===== src/rgbhsl_pkg.sv =====
// Shared types, constants and divider step function for the RGB to HSL converter.
package rgbhsl_pkg;

	// Channel and field widths
	localparam int CH_W    = 8;
	localparam int SUM_W   = CH_W + 1;
	localparam int DIFF_W  = CH_W + 1;

	// Divider geometry: quotient is known to fit in eight bits
	localparam int QUO_W      = 8;
	localparam int REM_W      = 17;
	localparam int DEN_W      = 10;
	localparam int SH_W       = $clog2(QUO_W);
	localparam int DIV_STAGES = QUO_W / 2;
	localparam int DIV_LAST   = DIV_STAGES - 1;

	typedef logic [REM_W-1:0] rem_t;
	typedef logic [DEN_W-1:0] den_t;
	typedef logic [QUO_W-1:0] quo_t;

	// Dominant channel, which picks the hue sector
	typedef enum logic [1:0] {
		SECT_RED   = 2'd0,
		SECT_GREEN = 2'd1,
		SECT_BLUE  = 2'd2
	} sect_t;

	// Pixel transaction
	typedef struct packed {
		logic [CH_W-1:0] red_in;
		logic [CH_W-1:0] green_in;
		logic [CH_W-1:0] blue_in;
	} rgb_t;

	// Result transaction
	typedef struct packed {
		logic [CH_W-1:0] hue_out;
		logic [CH_W-1:0] sat_out;
		logic [CH_W-1:0] light_out;
	} hsl_t;

	// Channel ordering result
	typedef struct packed {
		logic signed [DIFF_W-1:0] diff;
		logic [SUM_W-1:0]         sum;
		logic [CH_W-1:0]          delta;
		logic [CH_W-1:0]          light;
		sect_t                    sect;
		logic                     grey;
	} prep_t;

	// Dividend and divisor pairs for both divisions
	typedef struct packed {
		rem_t            num_h;
		den_t            den_h;
		rem_t            num_s;
		den_t            den_s;
		logic [CH_W-1:0] light;
		logic            grey;
	} setup_t;

	// Divider pipeline word
	typedef struct packed {
		rem_t            rem_h;
		den_t            den_h;
		quo_t            q_h;
		rem_t            rem_s;
		den_t            den_s;
		quo_t            q_s;
		logic [CH_W-1:0] light;
		logic            grey;
	} divw_t;

	typedef struct packed {
		rem_t rem;
		logic qbit;
	} step_t;

	// One restoring division step against the divisor shifted up by sh
	function automatic step_t div_step(input rem_t rem, input den_t den,
		input logic [SH_W-1:0] sh);
		step_t        res;
		rem_t         dsh;
		logic [REM_W:0] trial;
		dsh      = {{(REM_W-DEN_W){1'b0}}, den} << sh;
		trial    = {1'b0, rem} - {1'b0, dsh};
		res.qbit = ~trial[REM_W];
		res.rem  = res.qbit ? trial[REM_W-1:0] : rem;
		return res;
	endfunction

endpackage


===== src/rgbhsl_prep.sv =====
// First stage: channel ordering, dominant channel, spread, sum and lightness.
module rgbhsl_prep (
	input  logic                clk,
	input  logic                arst_n,
	input  logic                pix_valid,
	output logic                pix_stall,
	input  rgbhsl_pkg::rgb_t    pix,
	output logic                prep_valid,
	input  logic                prep_stall,
	output rgbhsl_pkg::prep_t   prep
);
	import rgbhsl_pkg::*;

	logic [CH_W-1:0] r, g, b, hi, lo;
	logic            en;
	logic            vld_s1;
	prep_t           nxt;
	prep_t           prep_s1;

	assign r = pix.red_in;
	assign g = pix.green_in;
	assign b = pix.blue_in;

	// Order the channels, red winning ties, then green
	always_comb begin
		if (r > g) begin
			hi = (r > b) ? r : b;
			lo = (g < b) ? g : b;
		end else begin
			hi = (g > b) ? g : b;
			lo = (r < b) ? r : b;
		end
	end

	// Pick the sector and its channel difference
	always_comb begin
		nxt.sum   = {1'b0, hi} + {1'b0, lo};
		nxt.delta = hi - lo;
		nxt.light = CH_W'(({1'b0, nxt.sum} + {{SUM_W{1'b0}}, 1'b1}) >> 1);
		nxt.grey  = (hi == lo);
		if (r == hi) begin
			nxt.sect = SECT_RED;
			nxt.diff = $signed({1'b0, g}) - $signed({1'b0, b});
		end else if (g == hi) begin
			nxt.sect = SECT_GREEN;
			nxt.diff = $signed({1'b0, b}) - $signed({1'b0, r});
		end else begin
			nxt.sect = SECT_BLUE;
			nxt.diff = $signed({1'b0, r}) - $signed({1'b0, g});
		end
	end

	// Advance when empty or when the next stage moves
	assign en        = ~vld_s1 | ~prep_stall;
	assign pix_stall = ~en;

	always_ff @(posedge clk or negedge arst_n) begin
		if (!arst_n) begin
			vld_s1 <= 1'b0;
		end else if (en) begin
			vld_s1 <= pix_valid;
		end
	end

	always_ff @(posedge clk) begin
		if (en) begin
			prep_s1 <= nxt;
		end
	end

	assign prep_valid = vld_s1;
	assign prep       = prep_s1;

endmodule


===== src/rgbhsl_setup.sv =====
// Second stage: build dividends and divisors for hue and saturation.
module rgbhsl_setup (
	input  logic                 clk,
	input  logic                 arst_n,
	input  logic                 prep_valid,
	output logic                 prep_stall,
	input  rgbhsl_pkg::prep_t    prep,
	output logic                 setup_valid,
	input  logic                 setup_stall,
	output rgbhsl_pkg::setup_t   setup
);
	import rgbhsl_pkg::*;

	logic [9:0]        base;
	logic signed [11:0] t_raw;
	logic [10:0]       six_delta;
	logic [11:0]       t_wrap;
	logic [10:0]       t_pos;
	logic [SUM_W-1:0]  d_sel;
	logic              en;
	logic              vld_s2;
	setup_t            nxt;
	setup_t            setup_s2;

	// Sector offset: zero, two or four spreads
	always_comb begin
		case (prep.sect)
			SECT_RED:   base = '0;
			SECT_GREEN: base = {1'b0, prep.delta, 1'b0};
			SECT_BLUE:  base = {prep.delta, 2'b00};
			default:    base = '0;
		endcase
	end

	// Wrap a negative hue by a full circle of six spreads
	always_comb begin
		t_raw     = {{3{prep.diff[DIFF_W-1]}}, prep.diff} + $signed({2'b00, base});
		six_delta = {1'b0, prep.delta, 2'b00} + {2'b00, prep.delta, 1'b0};
		t_wrap    = t_raw[11] ? (unsigned'(t_raw) + {1'b0, six_delta})
		                      : unsigned'(t_raw);
		t_pos     = t_wrap[10:0];
	end

	// Dark half divides by the sum, light half by its complement to 511
	always_comb begin
		d_sel     = prep.sum[SUM_W-1] ? SUM_W'(9'd511 - prep.sum) : prep.sum;
		nxt.num_h = REM_W'({6'b0, t_pos} * 17'd85) + {{(REM_W-CH_W){1'b0}}, prep.delta};
		nxt.den_h = {1'b0, prep.delta, 1'b0};
		nxt.num_s = REM_W'({9'b0, prep.delta} * 17'd510)
		          + {{(REM_W-SUM_W){1'b0}}, d_sel};
		nxt.den_s = {d_sel, 1'b0};
		nxt.light = prep.light;
		nxt.grey  = prep.grey;
	end

	assign en         = ~vld_s2 | ~setup_stall;
	assign prep_stall = ~en;

	always_ff @(posedge clk or negedge arst_n) begin
		if (!arst_n) begin
			vld_s2 <= 1'b0;
		end else if (en) begin
			vld_s2 <= prep_valid;
		end
	end

	always_ff @(posedge clk) begin
		if (en) begin
			setup_s2 <= nxt;
		end
	end

	assign setup_valid = vld_s2;
	assign setup       = setup_s2;

	// Hue quotient must fit in eight bits
	a_hue_fits: assert property (@(posedge clk) disable iff (!arst_n)
		vld_s2 && !setup_s2.grey |-> ({1'b0, setup_s2.num_h} < {setup_s2.den_h, 8'b0}))
		else $error("hue dividend overflows the quotient");

endmodule


===== src/rgbhsl_div.sv =====
// Pipelined restoring divider, two quotient bits per stage, hue and saturation lanes.
module rgbhsl_div (
	input  logic                 clk,
	input  logic                 arst_n,
	input  logic                 setup_valid,
	output logic                 setup_stall,
	input  rgbhsl_pkg::setup_t   setup,
	output logic                 hsl_valid,
	input  logic                 hsl_stall,
	output rgbhsl_pkg::hsl_t     hsl
);
	import rgbhsl_pkg::*;

	divw_t                 src   [DIV_STAGES];
	divw_t                 nxt   [DIV_STAGES];
	divw_t                 div_s [DIV_STAGES];
	logic [DIV_STAGES-1:0] vld_s;
	logic [DIV_STAGES-1:0] vin;
	logic [DIV_STAGES-1:0] en;

	// Load the dividends as the starting remainders
	assign src[0] = '{rem_h: setup.num_h, den_h: setup.den_h, q_h: '0,
	                  rem_s: setup.num_s, den_s: setup.den_s, q_s: '0,
	                  light: setup.light, grey: setup.grey};
	assign vin[0] = setup_valid;

	for (genvar k = 0; k < DIV_STAGES; k++) begin : g_stage
		step_t h_hi, h_lo, s_hi, s_lo;

		if (k > 0) begin : g_link
			assign src[k] = div_s[k-1];
			assign vin[k] = vld_s[k-1];
		end

		// Advance when empty or when the next stage moves
		if (k == DIV_LAST) begin : g_tail
			assign en[k] = ~vld_s[k] | ~hsl_stall;
		end else begin : g_body
			assign en[k] = ~vld_s[k] | en[k+1];
		end

		// Two restoring steps per lane
		always_comb begin
			h_hi = div_step(src[k].rem_h, src[k].den_h, SH_W'(QUO_W - 1 - 2 * k));
			h_lo = div_step(h_hi.rem, src[k].den_h, SH_W'(QUO_W - 2 - 2 * k));
			s_hi = div_step(src[k].rem_s, src[k].den_s, SH_W'(QUO_W - 1 - 2 * k));
			s_lo = div_step(s_hi.rem, src[k].den_s, SH_W'(QUO_W - 2 - 2 * k));
			nxt[k]       = src[k];
			nxt[k].rem_h = h_lo.rem;
			nxt[k].q_h   = {src[k].q_h[QUO_W-3:0], h_hi.qbit, h_lo.qbit};
			nxt[k].rem_s = s_lo.rem;
			nxt[k].q_s   = {src[k].q_s[QUO_W-3:0], s_hi.qbit, s_lo.qbit};
		end

		always_ff @(posedge clk or negedge arst_n) begin
			if (!arst_n) begin
				vld_s[k] <= 1'b0;
			end else if (en[k]) begin
				vld_s[k] <= vin[k];
			end
		end

		always_ff @(posedge clk) begin
			if (en[k]) begin
				div_s[k] <= nxt[k];
			end
		end
	end

	assign setup_stall = ~en[0];

	// Grey pixels carry no hue and no saturation
	assign hsl_valid     = vld_s[DIV_LAST];
	assign hsl.hue_out   = div_s[DIV_LAST].grey ? '0 : div_s[DIV_LAST].q_h;
	assign hsl.sat_out   = div_s[DIV_LAST].grey ? '0 : div_s[DIV_LAST].q_s;
	assign hsl.light_out = div_s[DIV_LAST].light;

	a_hue_rem: assert property (@(posedge clk) disable iff (!arst_n)
		vld_s[DIV_LAST] && !div_s[DIV_LAST].grey
		|-> (div_s[DIV_LAST].rem_h < {{(REM_W-DEN_W){1'b0}}, div_s[DIV_LAST].den_h}))
		else $error("hue remainder not below divisor");

	a_sat_rem: assert property (@(posedge clk) disable iff (!arst_n)
		vld_s[DIV_LAST] && !div_s[DIV_LAST].grey
		|-> (div_s[DIV_LAST].rem_s < {{(REM_W-DEN_W){1'b0}}, div_s[DIV_LAST].den_s}))
		else $error("saturation remainder not below divisor");

	a_hold: assert property (@(posedge clk) disable iff (!arst_n)
		vld_s[DIV_LAST] && hsl_stall |=> vld_s[DIV_LAST] && $stable(div_s[DIV_LAST]))
		else $error("stalled result lost or changed");

endmodule


===== src/rgb_to_hsl_8bit.sv =====
// RGB to HSL converter: six-stage pipeline of ordering, setup and two dividers.
// Throughput: one pixel per cycle while hsl_stall is low.
// The two pipelined restoring dividers set the depth.
// A stalled output holds all stages behind it; bubbles are squeezed out.
// Reset clears only the stage valid bits; the datapath registers are not reset.
module rgb_to_hsl_8bit (
	input  logic               clk,
	input  logic               arst_n,
	input  logic               pix_valid,
	output logic               pix_stall,
	input  rgbhsl_pkg::rgb_t   pix,
	output logic               hsl_valid,
	input  logic               hsl_stall,
	output rgbhsl_pkg::hsl_t   hsl
);
	import rgbhsl_pkg::*;

	logic   prep_valid, prep_stall;
	logic   setup_valid, setup_stall;
	prep_t  prep;
	setup_t setup;

	rgbhsl_prep u_prep (
		.clk        (clk),
		.arst_n     (arst_n),
		.pix_valid  (pix_valid),
		.pix_stall  (pix_stall),
		.pix        (pix),
		.prep_valid (prep_valid),
		.prep_stall (prep_stall),
		.prep       (prep)
	);

	rgbhsl_setup u_setup (
		.clk         (clk),
		.arst_n      (arst_n),
		.prep_valid  (prep_valid),
		.prep_stall  (prep_stall),
		.prep        (prep),
		.setup_valid (setup_valid),
		.setup_stall (setup_stall),
		.setup       (setup)
	);

	rgbhsl_div u_div (
		.clk         (clk),
		.arst_n      (arst_n),
		.setup_valid (setup_valid),
		.setup_stall (setup_stall),
		.setup       (setup),
		.hsl_valid   (hsl_valid),
		.hsl_stall   (hsl_stall),
		.hsl         (hsl)
	);

endmodule

===== config.mk =====
export PLATFORM = sky130hd
export DESIGN_NAME = rgb_to_hsl_8bit
export DESIGN_NICKNAME = d
export VERILOG_FILES = /design/src/rgbhsl_pkg.sv /design/src/rgbhsl_prep.sv /design/src/rgbhsl_setup.sv /design/src/rgbhsl_div.sv /design/src/rgb_to_hsl_8bit.sv
export SDC_FILE = /design/constraint.sdc
export NUM_CORES = 1
export LEC_CHECK = 0
export ABC_AREA = 1
export BUFFER_PORTS_ARGS = -buffer_cell sky130_fd_sc_hd__buf_4
export CAP_MARGIN = 20
export CORE_MARGIN = 2
export CORE_UTILIZATION = 65
export CTS_BUF_LIST = sky130_fd_sc_hd__clkbuf_2 sky130_fd_sc_hd__clkbuf_4 sky130_fd_sc_hd__clkbuf_8
export CTS_CLUSTER_DIAMETER = 100
export DETAILED_ROUTE_END_ITERATION = 16
export GPL_TIMING_DRIVEN = 0
export MAX_ROUTING_LAYER = met4
export PLACE_DENSITY = 0.82
export SYNTH_ARGS = -nofsm -noshare
export SYNTH_HDL_FRONTEND = slang
export SYNTH_SLANG_ARGS = --single-unit

===== constraint.sdc =====
create_clock -name clk -period 8.5 [get_ports clk]
set_clock_uncertainty 0.05 [all_clocks]
set_input_delay 0.425 -clock clk [delete_from_list [all_inputs] [get_ports clk]]
set_output_delay 0.425 -clock clk [all_outputs]
set_load 0.01 [all_outputs]

==> out/qor.tcl, run 1 <==
set qor(postSynthRegisterBits) 319
set qor(gr-usage-all-layers_pct) 28.4
set qor(drt-wirelength-per-cell_um) 15.4
set qor(timing.final.crit_period_ns) 7.73
set qor(worst_path_max_delay_cell) {sky130_fd_sc_hd__o21ai_0}
set qor(yosysSeqAreaShare_pct) 37.2
set qor(setup_viol) 0
set qor(die_w_um) 203
set qor(max_cap_viol_count) 0
set qor(unrepaired_setup_endpoints_after_global_routing) {false}
set qor(drc) 0
set qor(slew_headroom_pct) 30.9
set qor(critPathRequiredTime_ns) 8.78
set qor(synth.top_cells.by_area) {sky130_fd_sc_hd__edfxtp_1, sky130_fd_sc_hd__ha_1, sky130_fd_sc_hd__nand2_1}
set qor(cp_common_cell) {sky130_fd_sc_hd__ha_1}
set qor(use_met1_pct) 33.2
set qor(post_synth_instance_area_sq_um) 25600
set qor(ctsRootBufferMaster) {sky130_fd_sc_hd__clkbuf_8}
set qor(gpl_wtd_cong) 1.01
set qor(synthDominantAreaCellType) {sky130_fd_sc_hd__edfxtp_1}
set qor(netlist_instances) 2894
set qor(syn_area_per_cell_sq_um) 8.86
set qor(post-place-cells) 3470
set qor(layout.core_utilization_pct) 71.9
set qor(detailedRoute.firstPassIterationCount) 5
set qor(clk_pin_slew_worst_paths_ns) 0.06
set qor(globalRoute.totalOverflow) 0
set qor(floorplan.initialDensity_pct) 66.0
set qor(synth_async_sr_flop_share_pct) 1.88
set qor(final.period_utilization_pct) 91.0
set qor(grt_start_max_net_pins) 40
set qor(synth-edff-count) 313
set qor(hold_wc_path_type) {primary input to async pin}
set qor(detailedPlacementHpwl_um) 44100
set qor(htree_num_levels) 2
set qor(path_class) {register to register}
set qor(timing.critical_path.buf_inv) 7
set qor(wl_um) 54800
set qor(drt_iter0_drc) 1284
set qor(startpoint_type) {register}
set qor(rows) 72
set qor(grt_antenna_before_repair) 0
set qor(post_synth_net_total) 3281
set qor(cts_inserted_buffers) 50
set qor(cts_buffer_depth) 3
set qor(dieHeight_um) 203
set qor(outcome) {completed}
set qor(ys.warnings.count) 0
set qor(layout-area-overhead-vs-synth_pct) 8.92
set qor(post_layout_nonfiller_instances) 3564
set qor(fillers) 2816
set qor(die_area_sq_um) 41100
set qor(yosys_most_used_dff) {sky130_fd_sc_hd__edfxtp_1}
set qor(post_route_cells_drive_above_1_share_pct) 10.2
set qor(grt_pass1_wl_um) 92000
set qor(top_usage_layer) {met2}
set qor(endpoint_kind) {register}
set qor(tightestPinTransition_ns) 1.03
set qor(cts_sinks) 319
set qor(slew_viol_final) 0
set qor(detailroute.via_count) 19700
set qor(max_stage_delay_ns) 0.56
set qor(cts_tree) {yes}
set qor(timing.final.hold_violations) 0
set qor(gr-usage-met3_pct) 3.13
set qor(clock_latency_ns) 0.63
set qor(worst-path-max-fanout) 8
set qor(coreArea_sq_um) 38800
set qor(fmax_ghz) 0.129
set qor(port_buffers) 53
set qor(num_io_pins) 54
set qor(fin_nets) 3393
set qor(post_drt_via_cell_ratio) 5.53
set qor(yosysUniqueCellTypes) 61
set qor(r2r_slack_ns) 0.77
set qor(yosys.area.top_type_share_pct) 36.7
set qor(critPathArrivalTime_ns) 8.01
set qor(cpLargestDelayFamily) {adder cells}
set qor(post-cts-setup-buffers) 0
set qor(groute.layer.met2.usage_pct) 49.5
set qor(route.antenna.remaining_nets) 0
set qor(vias_in_the_first_global_route) 19800
set qor(antennaDiodeCount) 0
cell families after synthesis:
logic type | after synthesis | synth area share, %
simple gates | 1060 | 18.9
buf+inv | 535 | 8.26
compound gates | 435 | 9.48
fa+ha+maj | 359 | 19.8
flops | 319 | 37.2
xor+xnor | 183 | 6.25
mux | 3 | 0.127
cell usage after synthesis (all sizes together), types with 4 or more instances:
master,number
nor3,33
and2,4
buf,25
nor4,4
dfrtp,6
or2,13
a31oi,13
fa,77
clkbuf,13
a211oi,10
a21o,10
a21oi,179
edfxtp,313
inv,495
nand3,174
nand3b,7
ha,282
nand2,611
o211ai,14
xnor2,73
o21bai,9
o31ai,4
nor2,181
o21ai,180
xor2,110
nand4,32
worst reg2reg max path, delay by kind of cell (launching register included):
family          cells  cell delay (ns)
xor+xnor            3             0.62
flops               1             0.39
simple gates        4             0.63
fa+ha+maj          10             3.39
buf+inv             7             0.76
compound gates      6             1.63
stage by stage:
step                      instance area (sq um)  setup WS [ns]  hold slack, ns  setup TNS [ns]
after global routing                      27900          0.351           0.101               0
after floorplan                           25600          0.411          0.0794               0
after global placement                    26700          -1.63           0.194          -70.16
final                                     27900          0.767           0.108               0
after detailed placement                  26800          0.862           0.199               0
after CTS                                 27900          0.800          0.0733               0
state kept, by name (all words and copies together), names as in the netlist:
register / cells
u_div.hsl_valid: 1
u_prep.prep: 36
u_div.vin: 3
u_div.div_s: 220
u_setup.setup_valid: 1
u_setup.setup: 57
u_prep.prep_valid: 1
repair_timing:
item / 4_1_cts / 5_1_grt
hold buffers: 2 / 0
hold endpoints to repair: 7 / 0
gates resized for setup: 0 / 0
placed cells by master (no fill, tap or decap), drive strengths merged, types with 11 or more instances in the layout:
| cell type | n |
|---|---|
| or2 | 13 |
| xnor2 | 73 |
| nand3 | 174 |
| o211ai | 14 |
| a21oi | 179 |
| o21ai | 180 |
| nand4 | 32 |
| inv | 496 |
| xor2 | 110 |
| fa | 77 |
| ha | 282 |
| nand2 | 611 |
| clkinv | 11 |
| clkbuf | 91 |
| a31oi | 13 |
| buf | 83 |
| edfxtp | 313 |
| nor3 | 33 |
| nor2 | 181 |
path summary, 6_finish.rpt:
| check | start | end | cells past startpoint |
|---|---|---|---|
| min in group clk | u_div.div_s[1][8]$_DFFE_PP_ | u_div.div_s[2][8]$_DFFE_PP_ | 0 |
| max in group asynchronous | arst_n | u_prep.prep_valid$_DFFE_PN0N_ | 2 |
| hold / removal | arst_n | u_setup.setup_valid$_DFFE_PN0P_ | 2 |
| setup / recovery | u_prep.prep[2]$_SDFFCE_PP0N_ | u_setup.setup[61]$_DFFE_PP_ | 30 |
| setup reg to reg | u_prep.prep[2]$_SDFFCE_PP0N_ | u_setup.setup[61]$_DFFE_PP_ | 30 |
| hold reg to reg | u_div.div_s[1][8]$_DFFE_PP_ | u_div.div_s[2][8]$_DFFE_PP_ | 0 |
area by class of cell:
class	count	area [sq um]	share of cell area (%)
multi-input cells	2040	14000	50.0
flip-flops and latches	319	9550	34.2
inverters	497	1870	6.70
clock buffers	78	955	3.42
well taps	518	648	2.32
repair buffers	60	526	1.88
plain buffers	38	245	0.878
clock inverters	14	160	0.573
per-layer routing:
metal	part of all wire [%]	up-vias
li1	-	9884
met1	41	9122
met2	50	537
met3	4.3	156
met4	4.1	0
met5	0	-
Power of run 1 is left out: the tool's default activity adds up to more than one toggle a clock period on the data nets, which glitch-free logic cannot reach.
==> inputs of run 2 (changes only) <==
- CORE_MARGIN: 2 -> 5
==> run 2 against run 1 <==
  * Design area hardly changed
  * Via count is 0.11% higher
  * Utilization hardly changed
  * Final cell count hardly changed
  * First-iteration DRC count is 7.1% lower
  * Worst hold slack better by 0.014 ns
  * Clock-buffer cell count is 14 lower
  * Die area is 6.0% higher
  * Critical path depth is 2 higher
  * Worst setup slack better by 0.23 ns
  * Non-clock buffer count is 1 higher
  * Critical path type unchanged
  * Highest routed layer unchanged
==> out/qor.tcl, run 2 (synthesized netlist as in run 1, its figures left out) <==
set qor(outcome) {completed} ;# unchanged
set qor(fmax_ghz) 0.133 ;# was 0.129 GHz
set qor(cts_tree) {yes} ;# unchanged
set qor(critPathCapture) {u_setup.setup[62]$_DFFE_PP_} ;# was u_setup.setup[61]$_DFFE_PP_
set qor(hold_wc_path_type) {primary input to async pin} ;# unchanged
set qor(cts_buffer_depth) 3 ;# unchanged
set qor(max_flop_register) {u_div.div_s} ;# unchanged
set qor(antennaDiodeCount) 0 ;# unchanged
set qor(timing.reg2reg.worst_path_depth) 32 ;# was 30
set qor(drt-wirelength-per-cell_um) 15.4 ;# about the same
set qor(timing.rr.end) {u_setup.setup[62]$_DFFE_PP_} ;# was u_setup.setup[61]$_DFFE_PP_
set qor(die_area_sq_um) 43500 ;# was 41100 sq um
set qor(detailroute.via_count) 19700 ;# about the same
set qor(r2r_slack_ns) 1.00 ;# was 0.77 ns
set qor(commonest_non_fill_non_tap_cells_in_the_layout) {sky130_fd_sc_hd__nand2_1, sky130_fd_sc_hd__inv_1, sky130_fd_sc_hd__edfxtp_1} ;# unchanged
set qor(worst_path_max_delay_cell) {sky130_fd_sc_hd__o21ai_0} ;# unchanged
set qor(coreArea_sq_um) 38800 ;# unchanged
set qor(slew_viol_final) 0 ;# unchanged
set qor(clock_latency_ns) 0.60 ;# was 0.63 ns
set qor(grt_antenna_before_repair) 0 ;# unchanged
set qor(cts_inserted_buffers) 50 ;# unchanged
set qor(detailedPlacementHpwl_um) 44700 ;# was 44100 um
set qor(endpoint_kind) {register} ;# unchanged
set qor(max_cap_viol_count) 0 ;# unchanged
set qor(worst-path-max-fanout) 8 ;# unchanged
set qor(gpl_wtd_cong) 0.972 ;# was 1.01
set qor(dieHeight_um) 209 ;# was 203 um
set qor(post_route_cells_drive_above_1_share_pct) 9.98 ;# was 10.2%
set qor(layout-area-overhead-vs-synth_pct) 8.96 ;# was 8.92%
set qor(post_cts_sizing_count) 0 ;# unchanged
set qor(fillers) 2838 ;# was 2816
set qor(slew_headroom_pct) 39.6 ;# was 30.9%
set qor(grt_start_max_net_pins) 41 ;# was 40
set qor(fin_ws_ns) 1.00 ;# was 0.767 ns
set qor(timing.final.hold_violations) 0 ;# unchanged
set qor(timing.final.crit_period_ns) 7.50 ;# was 7.73 ns
set qor(cts_sinks) 319 ;# unchanged
set qor(grt_pass1_wl_um) 93500 ;# was 92000 um
set qor(vias_in_the_first_global_route) 20100 ;# was 19800
set qor(rows) 72 ;# unchanged
set qor(path_class) {register to register} ;# unchanged
set qor(layout_commonest_cell) {sky130_fd_sc_hd__nand2_1} ;# unchanged
set qor(setup_viol) 0 ;# unchanged
set qor(globalRoute.totalOverflow) 0 ;# unchanged
set qor(unrepaired_setup_endpoints_after_global_routing) {false} ;# unchanged
set qor(post-place-cells) 3470 ;# unchanged
set qor(clk_pin_slew_worst_paths_ns) 0.06 ;# about the same
set qor(tightestPinTransition_ns) 0.895 ;# was 1.03 ns
set qor(htree_num_levels) 2 ;# unchanged
set qor(largest_register_ffs) 220 ;# unchanged
set qor(dp_slack_ns) 1.04 ;# was 0.862 ns
set qor(fin_nets) 3394 ;# was 3393
set qor(r2r-start) {u_prep.prep[2]$_SDFFCE_PP0N_} ;# unchanged
set qor(drc) 0 ;# unchanged
set qor(num_io_pins) 54 ;# unchanged
set qor(route.antenna.remaining_nets) 0 ;# unchanged
set qor(critPathRequiredTime_ns) 8.77 ;# was 8.78 ns
set qor(die_w_um) 209 ;# was 203 um
set qor(port_buffers) 53 ;# unchanged
set qor(cp_common_cell) {sky130_fd_sc_hd__ha_1} ;# unchanged
set qor(floorplan.initialDensity_pct) 66.0 ;# unchanged
set qor(drt_iter0_drc) 1193 ;# was 1284
set qor(critPathArrivalTime_ns) 7.77 ;# was 8.01 ns
set qor(final.period_utilization_pct) 88.2 ;# was 91.0%
set qor(post_drt_via_cell_ratio) 5.53 ;# about the same
set qor(fin_worst_hold_slack_ns) 0.122 ;# was 0.108 ns
set qor(detailedRoute.firstPassIterationCount) 5 ;# unchanged
set qor(wl_um) 55000 ;# was 54800 um
set qor(startpoint_type) {register} ;# unchanged
set qor(post_layout_nonfiller_instances) 3563 ;# was 3564
set qor(gr-usage-all-layers_pct) 26.1 ;# was 28.4%
set qor(max_stage_delay_ns) 0.51 ;# was 0.56 ns
set qor(finalSetupTns_ns) 0 ;# unchanged
set qor(ctsRootBufferMaster) {sky130_fd_sc_hd__clkbuf_8} ;# unchanged
set qor(startpoint) {u_prep.prep[2]$_SDFFCE_PP0N_} ;# unchanged
==> run 2: cell count changes in the layout (fill, tap and decap cells not counted), sizes merged <==
cell      before  now
buf           83   84
bufinv         3    5
clkbuf        91   77
clkinv        11   21
clkinvlp       1    0
inv          496  497
==> run 2: worst min path at each step <==
| stage | to | cells after the start |
|---|---|---|
| after global placement | u_div.hsl_valid$_DFFE_PN0P_ | 1 |
| after CTS | u_div.hsl_valid$_DFFE_PN0P_ | 2 |
| after detailed placement | u_div.hsl_valid$_DFFE_PN0P_ | 1 |
| final | u_div.hsl_valid$_DFFE_PN0P_ | 2 |
| after global routing | u_div.hsl_valid$_DFFE_PN0P_ | 2 |
| after floorplan | u_div.hsl_valid$_DFFE_PN0P_ | 0 |
==> run 2: per-layer routing <==
metal / vias to the layer above / routed length, um / global-route usage, %
met1: 9251 / 22800 / 30.8
met5: - / 0 / -
li1: 9854 / - / -
met3: 135 / 2130 / 2.92
met4: 0 / 1930 / 8.96
met2: 481 / 28200 / 46.8
==> run 2: area by class of cell <==
type	instances	area (sq um)	share of cell area, %
multi-input cells	2040	14000	50.0
flip-flops and latches	319	9550	34.2
inverters	497	1870	6.70
clock buffers	64	812	2.91
well taps	518	648	2.32
repair buffers	61	553	1.98
clock inverters	26	284	1.02
plain buffers	38	245	0.878
==> run 2: critical path: cells and delay by family (launching register included) <==
family,cells,cell delay (ns)
AOI/OAI and AO/OA,10,1.98
xor gates and xnor gates,2,0.46
adders and majority gates,10,3.32
buffers and inverters,7,0.72
DFF,1,0.39
and+or+nand+nor,3,0.31
==> run 2: what timing repair did <==
item / CTS / global route
hold buffers: 2 / 0
buffers inserted: 0 / 0
endpoints found under the hold margin: 7 / 0
==> run 2: through the flow <==
step	util, %	area [sq um]
floorplan	-	25600
global placement	68.7	26700
detailed placement	69.0	26800
CTS	71.9	27900
global route	72.0	27900
finish	72.0	27900
Power of run 2 is left out for the same reason.
==> inputs of run 3 (changes only) <==
- CORE_UTILIZATION: 65 -> 62
- PLACE_DENSITY: 0.82 -> 0.79
==> run 3 against run 2 <==
  * Register-to-register slack got worse by 0.03 ns
  * Clock-buffer cell count grew 4
  * Routed wire length down 1.9%
  * Non-clock buffer count did not move
  * Die area grew 4.6%
  * Utilization fell by 3.6 points
  * Highest routed layer unchanged
  * Critical path type unchanged
==> out/qor.tcl, run 3 (synthesized netlist as in run 1, its figures left out) <==
set qor(outcome) {completed} ;# unchanged
set qor(port_buffers) 53 ;# unchanged
set qor(timing.final.crit_period_ns) 7.53 ;# was 7.50 ns
set qor(die_w_um) 213 ;# was 209 um
set qor(num_io_pins) 54 ;# unchanged
set qor(post_route_cells_drive_above_1_share_pct) 10.2 ;# was 9.98%
set qor(fmax_ghz) 0.133 ;# about the same
set qor(layout.core_utilization_pct) 68.3 ;# was 72.0%
set qor(globalRoute.totalOverflow) 0 ;# unchanged
set qor(post-place-cells) 3485 ;# was 3470
set qor(fin_area_sq_um) 27900 ;# about the same
set qor(startpoint) {u_prep.prep[2]$_SDFFCE_PP0N_} ;# unchanged
set qor(floorplan.initialDensity_pct) 62.8 ;# was 66.0%
set qor(setup_viol) 0 ;# unchanged
set qor(slew_headroom_pct) 30.0 ;# was 39.6%
set qor(wl_um) 54000 ;# was 55000 um
set qor(grt_start_max_net_pins) 38 ;# was 41
set qor(critPathArrivalTime_ns) 7.84 ;# was 7.77 ns
set qor(antennaDiodeCount) 0 ;# unchanged
set qor(cts_sinks) 319 ;# unchanged
set qor(drt_iter0_drc) 940 ;# was 1193
set qor(unrepaired_setup_endpoints_after_global_routing) {false} ;# unchanged
set qor(postPlaceCellArea_sq_um) 26800 ;# about the same
set qor(path_class) {register to register} ;# unchanged
set qor(startpoint_type) {register} ;# unchanged
set qor(clk_pin_slew_worst_paths_ns) 0.06 ;# about the same
set qor(gr-usage-all-layers_pct) 25.1 ;# was 26.1%
set qor(cts_inserted_buffers) 52 ;# was 50
set qor(rows) 74 ;# was 72
set qor(r2r_slack_ns) 0.97 ;# was 1.00 ns
set qor(route.antenna.remaining_nets) 0 ;# unchanged
set qor(drt-wirelength-per-cell_um) 15.1 ;# was 15.4 um
set qor(largest_register_ffs) 220 ;# unchanged
set qor(detailedRoute.firstPassIterationCount) 5 ;# unchanged
set qor(worst-path-max-fanout) 8 ;# unchanged
set qor(critPathRequiredTime_ns) 8.81 ;# was 8.77 ns
set qor(worst_path_max_delay_cell) {sky130_fd_sc_hd__o21ai_0} ;# unchanged
set qor(ff_latch_area_sq_um) 9550 ;# unchanged
set qor(drc) 0 ;# unchanged
set qor(vias_in_the_first_global_route) 19800 ;# was 20100
set qor(htree_num_levels) 2 ;# unchanged
set qor(detailedPlacementHpwl_um) 44400 ;# was 44700 um
set qor(gpl_wtd_cong) 0.940 ;# was 0.972
set qor(coreArea_sq_um) 40800 ;# was 38800 sq um
set qor(cp_common_cell) {sky130_fd_sc_hd__ha_1} ;# unchanged
set qor(timing.final.hold_violations) 0 ;# unchanged
set qor(ctsRootBufferMaster) {sky130_fd_sc_hd__clkbuf_8} ;# unchanged
set qor(cts_buffer_depth) 3 ;# unchanged
set qor(slew_viol_final) 0 ;# unchanged
set qor(cts_tree) {yes} ;# unchanged
set qor(total_area_of_multi_input_combinational_cells_sq_um) 14000 ;# unchanged
set qor(max_stage_delay_ns) 0.55 ;# was 0.51 ns
set qor(fillers) 3220 ;# was 2838
set qor(tightestPinTransition_ns) 1.05 ;# was 0.895 ns
set qor(grt_pass1_wl_um) 91600 ;# was 93500 um
set qor(timing.reg2reg.worst_path_depth) 30 ;# was 32
set qor(r2r-start) {u_prep.prep[2]$_SDFFCE_PP0N_} ;# unchanged
set qor(layout-area-overhead-vs-synth_pct) 8.82 ;# was 8.96%
set qor(final.period_utilization_pct) 88.5 ;# was 88.2%
set qor(hold_wc_path_type) {primary input to async pin} ;# unchanged
set qor(post_drt_via_cell_ratio) 5.43 ;# was 5.53
set qor(clock_latency_ns) 0.63 ;# was 0.60 ns
set qor(endpoint_kind) {register} ;# unchanged
set qor(max_cap_viol_count) 0 ;# unchanged
set qor(fin_nets) 3396 ;# was 3394
set qor(layout_commonest_cell) {sky130_fd_sc_hd__nand2_1} ;# unchanged
set qor(grt_antenna_before_repair) 0 ;# unchanged
set qor(detailroute.via_count) 19500 ;# was 19700
set qor(post_layout_nonfiller_instances) 3581 ;# was 3563
set qor(die_area_sq_um) 45500 ;# was 43500 sq um
set qor(max_flop_register) {u_div.div_s} ;# unchanged
set qor(timing.rr.end) {u_setup.setup[61]$_DFFE_PP_} ;# was u_setup.setup[62]$_DFFE_PP_
set qor(dieHeight_um) 213 ;# was 209 um
set qor(commonest_non_fill_non_tap_cells_in_the_layout) {sky130_fd_sc_hd__nand2_1, sky130_fd_sc_hd__inv_1, sky130_fd_sc_hd__edfxtp_1} ;# unchanged
-- run 3: cell types whose count changed in the layout (fill, tap and decap cells not counted), moves of 2 or more --
cell / before / now
sky130_fd_sc_hd__bufinv_16: 5 / 2
sky130_fd_sc_hd__clkinvlp_4: 0 / 5
sky130_fd_sc_hd__clkbuf_4: 11 / 15
sky130_fd_sc_hd__clkinv_1: 10 / 8
-- run 3: what timing repair did --
action	CTS	global route
resized for setup	0	0
endpoints found under the hold margin	7	0
hold buffers	2	0
buffers inserted	0	0
-- run 3: worst max path at each step --
stage	end	slack [ns]	depth (start not counted)
finish	u_setup.setup[61]$_DFFE_PP_	0.97	30
global route	u_setup.setup[61]$_DFFE_PP_	0.47	30
detailed placement	u_setup.setup[61]$_DFFE_PP_	0.99	30
CTS	u_setup.setup[61]$_DFFE_PP_	0.93	30
floorplan	u_prep.prep[0]$_DFFE_PN_	0.41	11
global placement	u_prep.prep[35]$_DFFE_PN_	-1.75	12
-- run 3: worst max-delay path: cells and delay by family (launching register included) --
kind / cells / cell delay (ns)
simple gates: 4 / 0.57
xor+xnor: 3 / 0.56
fa+ha+maj: 10 / 3.35
buf+inv: 7 / 0.72
flops: 1 / 0.41
compound gates: 6 / 1.56
-- run 3: final cells by class --
cell class,instances,share of cell area [%]
inverters,497,6.71
multi-input cells,2040,50.1
repair buffers,61,1.95
well taps,532,2.39
clock buffers,68,3.02
plain buffers,38,0.879
flip-flops and latches,319,34.2
clock inverters,26,0.744
-- run 3: metrics by stage --
step                setup TNS [ns]  setup slack (ns)  hold slack, ns
global placement            -76.99             -1.75           0.195
global route                     0             0.474          0.0694
detailed placement               0             0.989           0.200
finish                           0             0.975           0.118
CTS                              0             0.932          0.0677
floorplan                        0             0.411          0.0794
-- run 3: per-layer routing --
metal  GRT usage (%)  vias up  wire [um]
li1                -     9867          -
met1            29.1     9013      22600
met2            44.2      435      27100
met3            3.69      137       2040
met4            9.98        0       2240
met5               -        -          0
Power of run 3 is left out for the same reason.
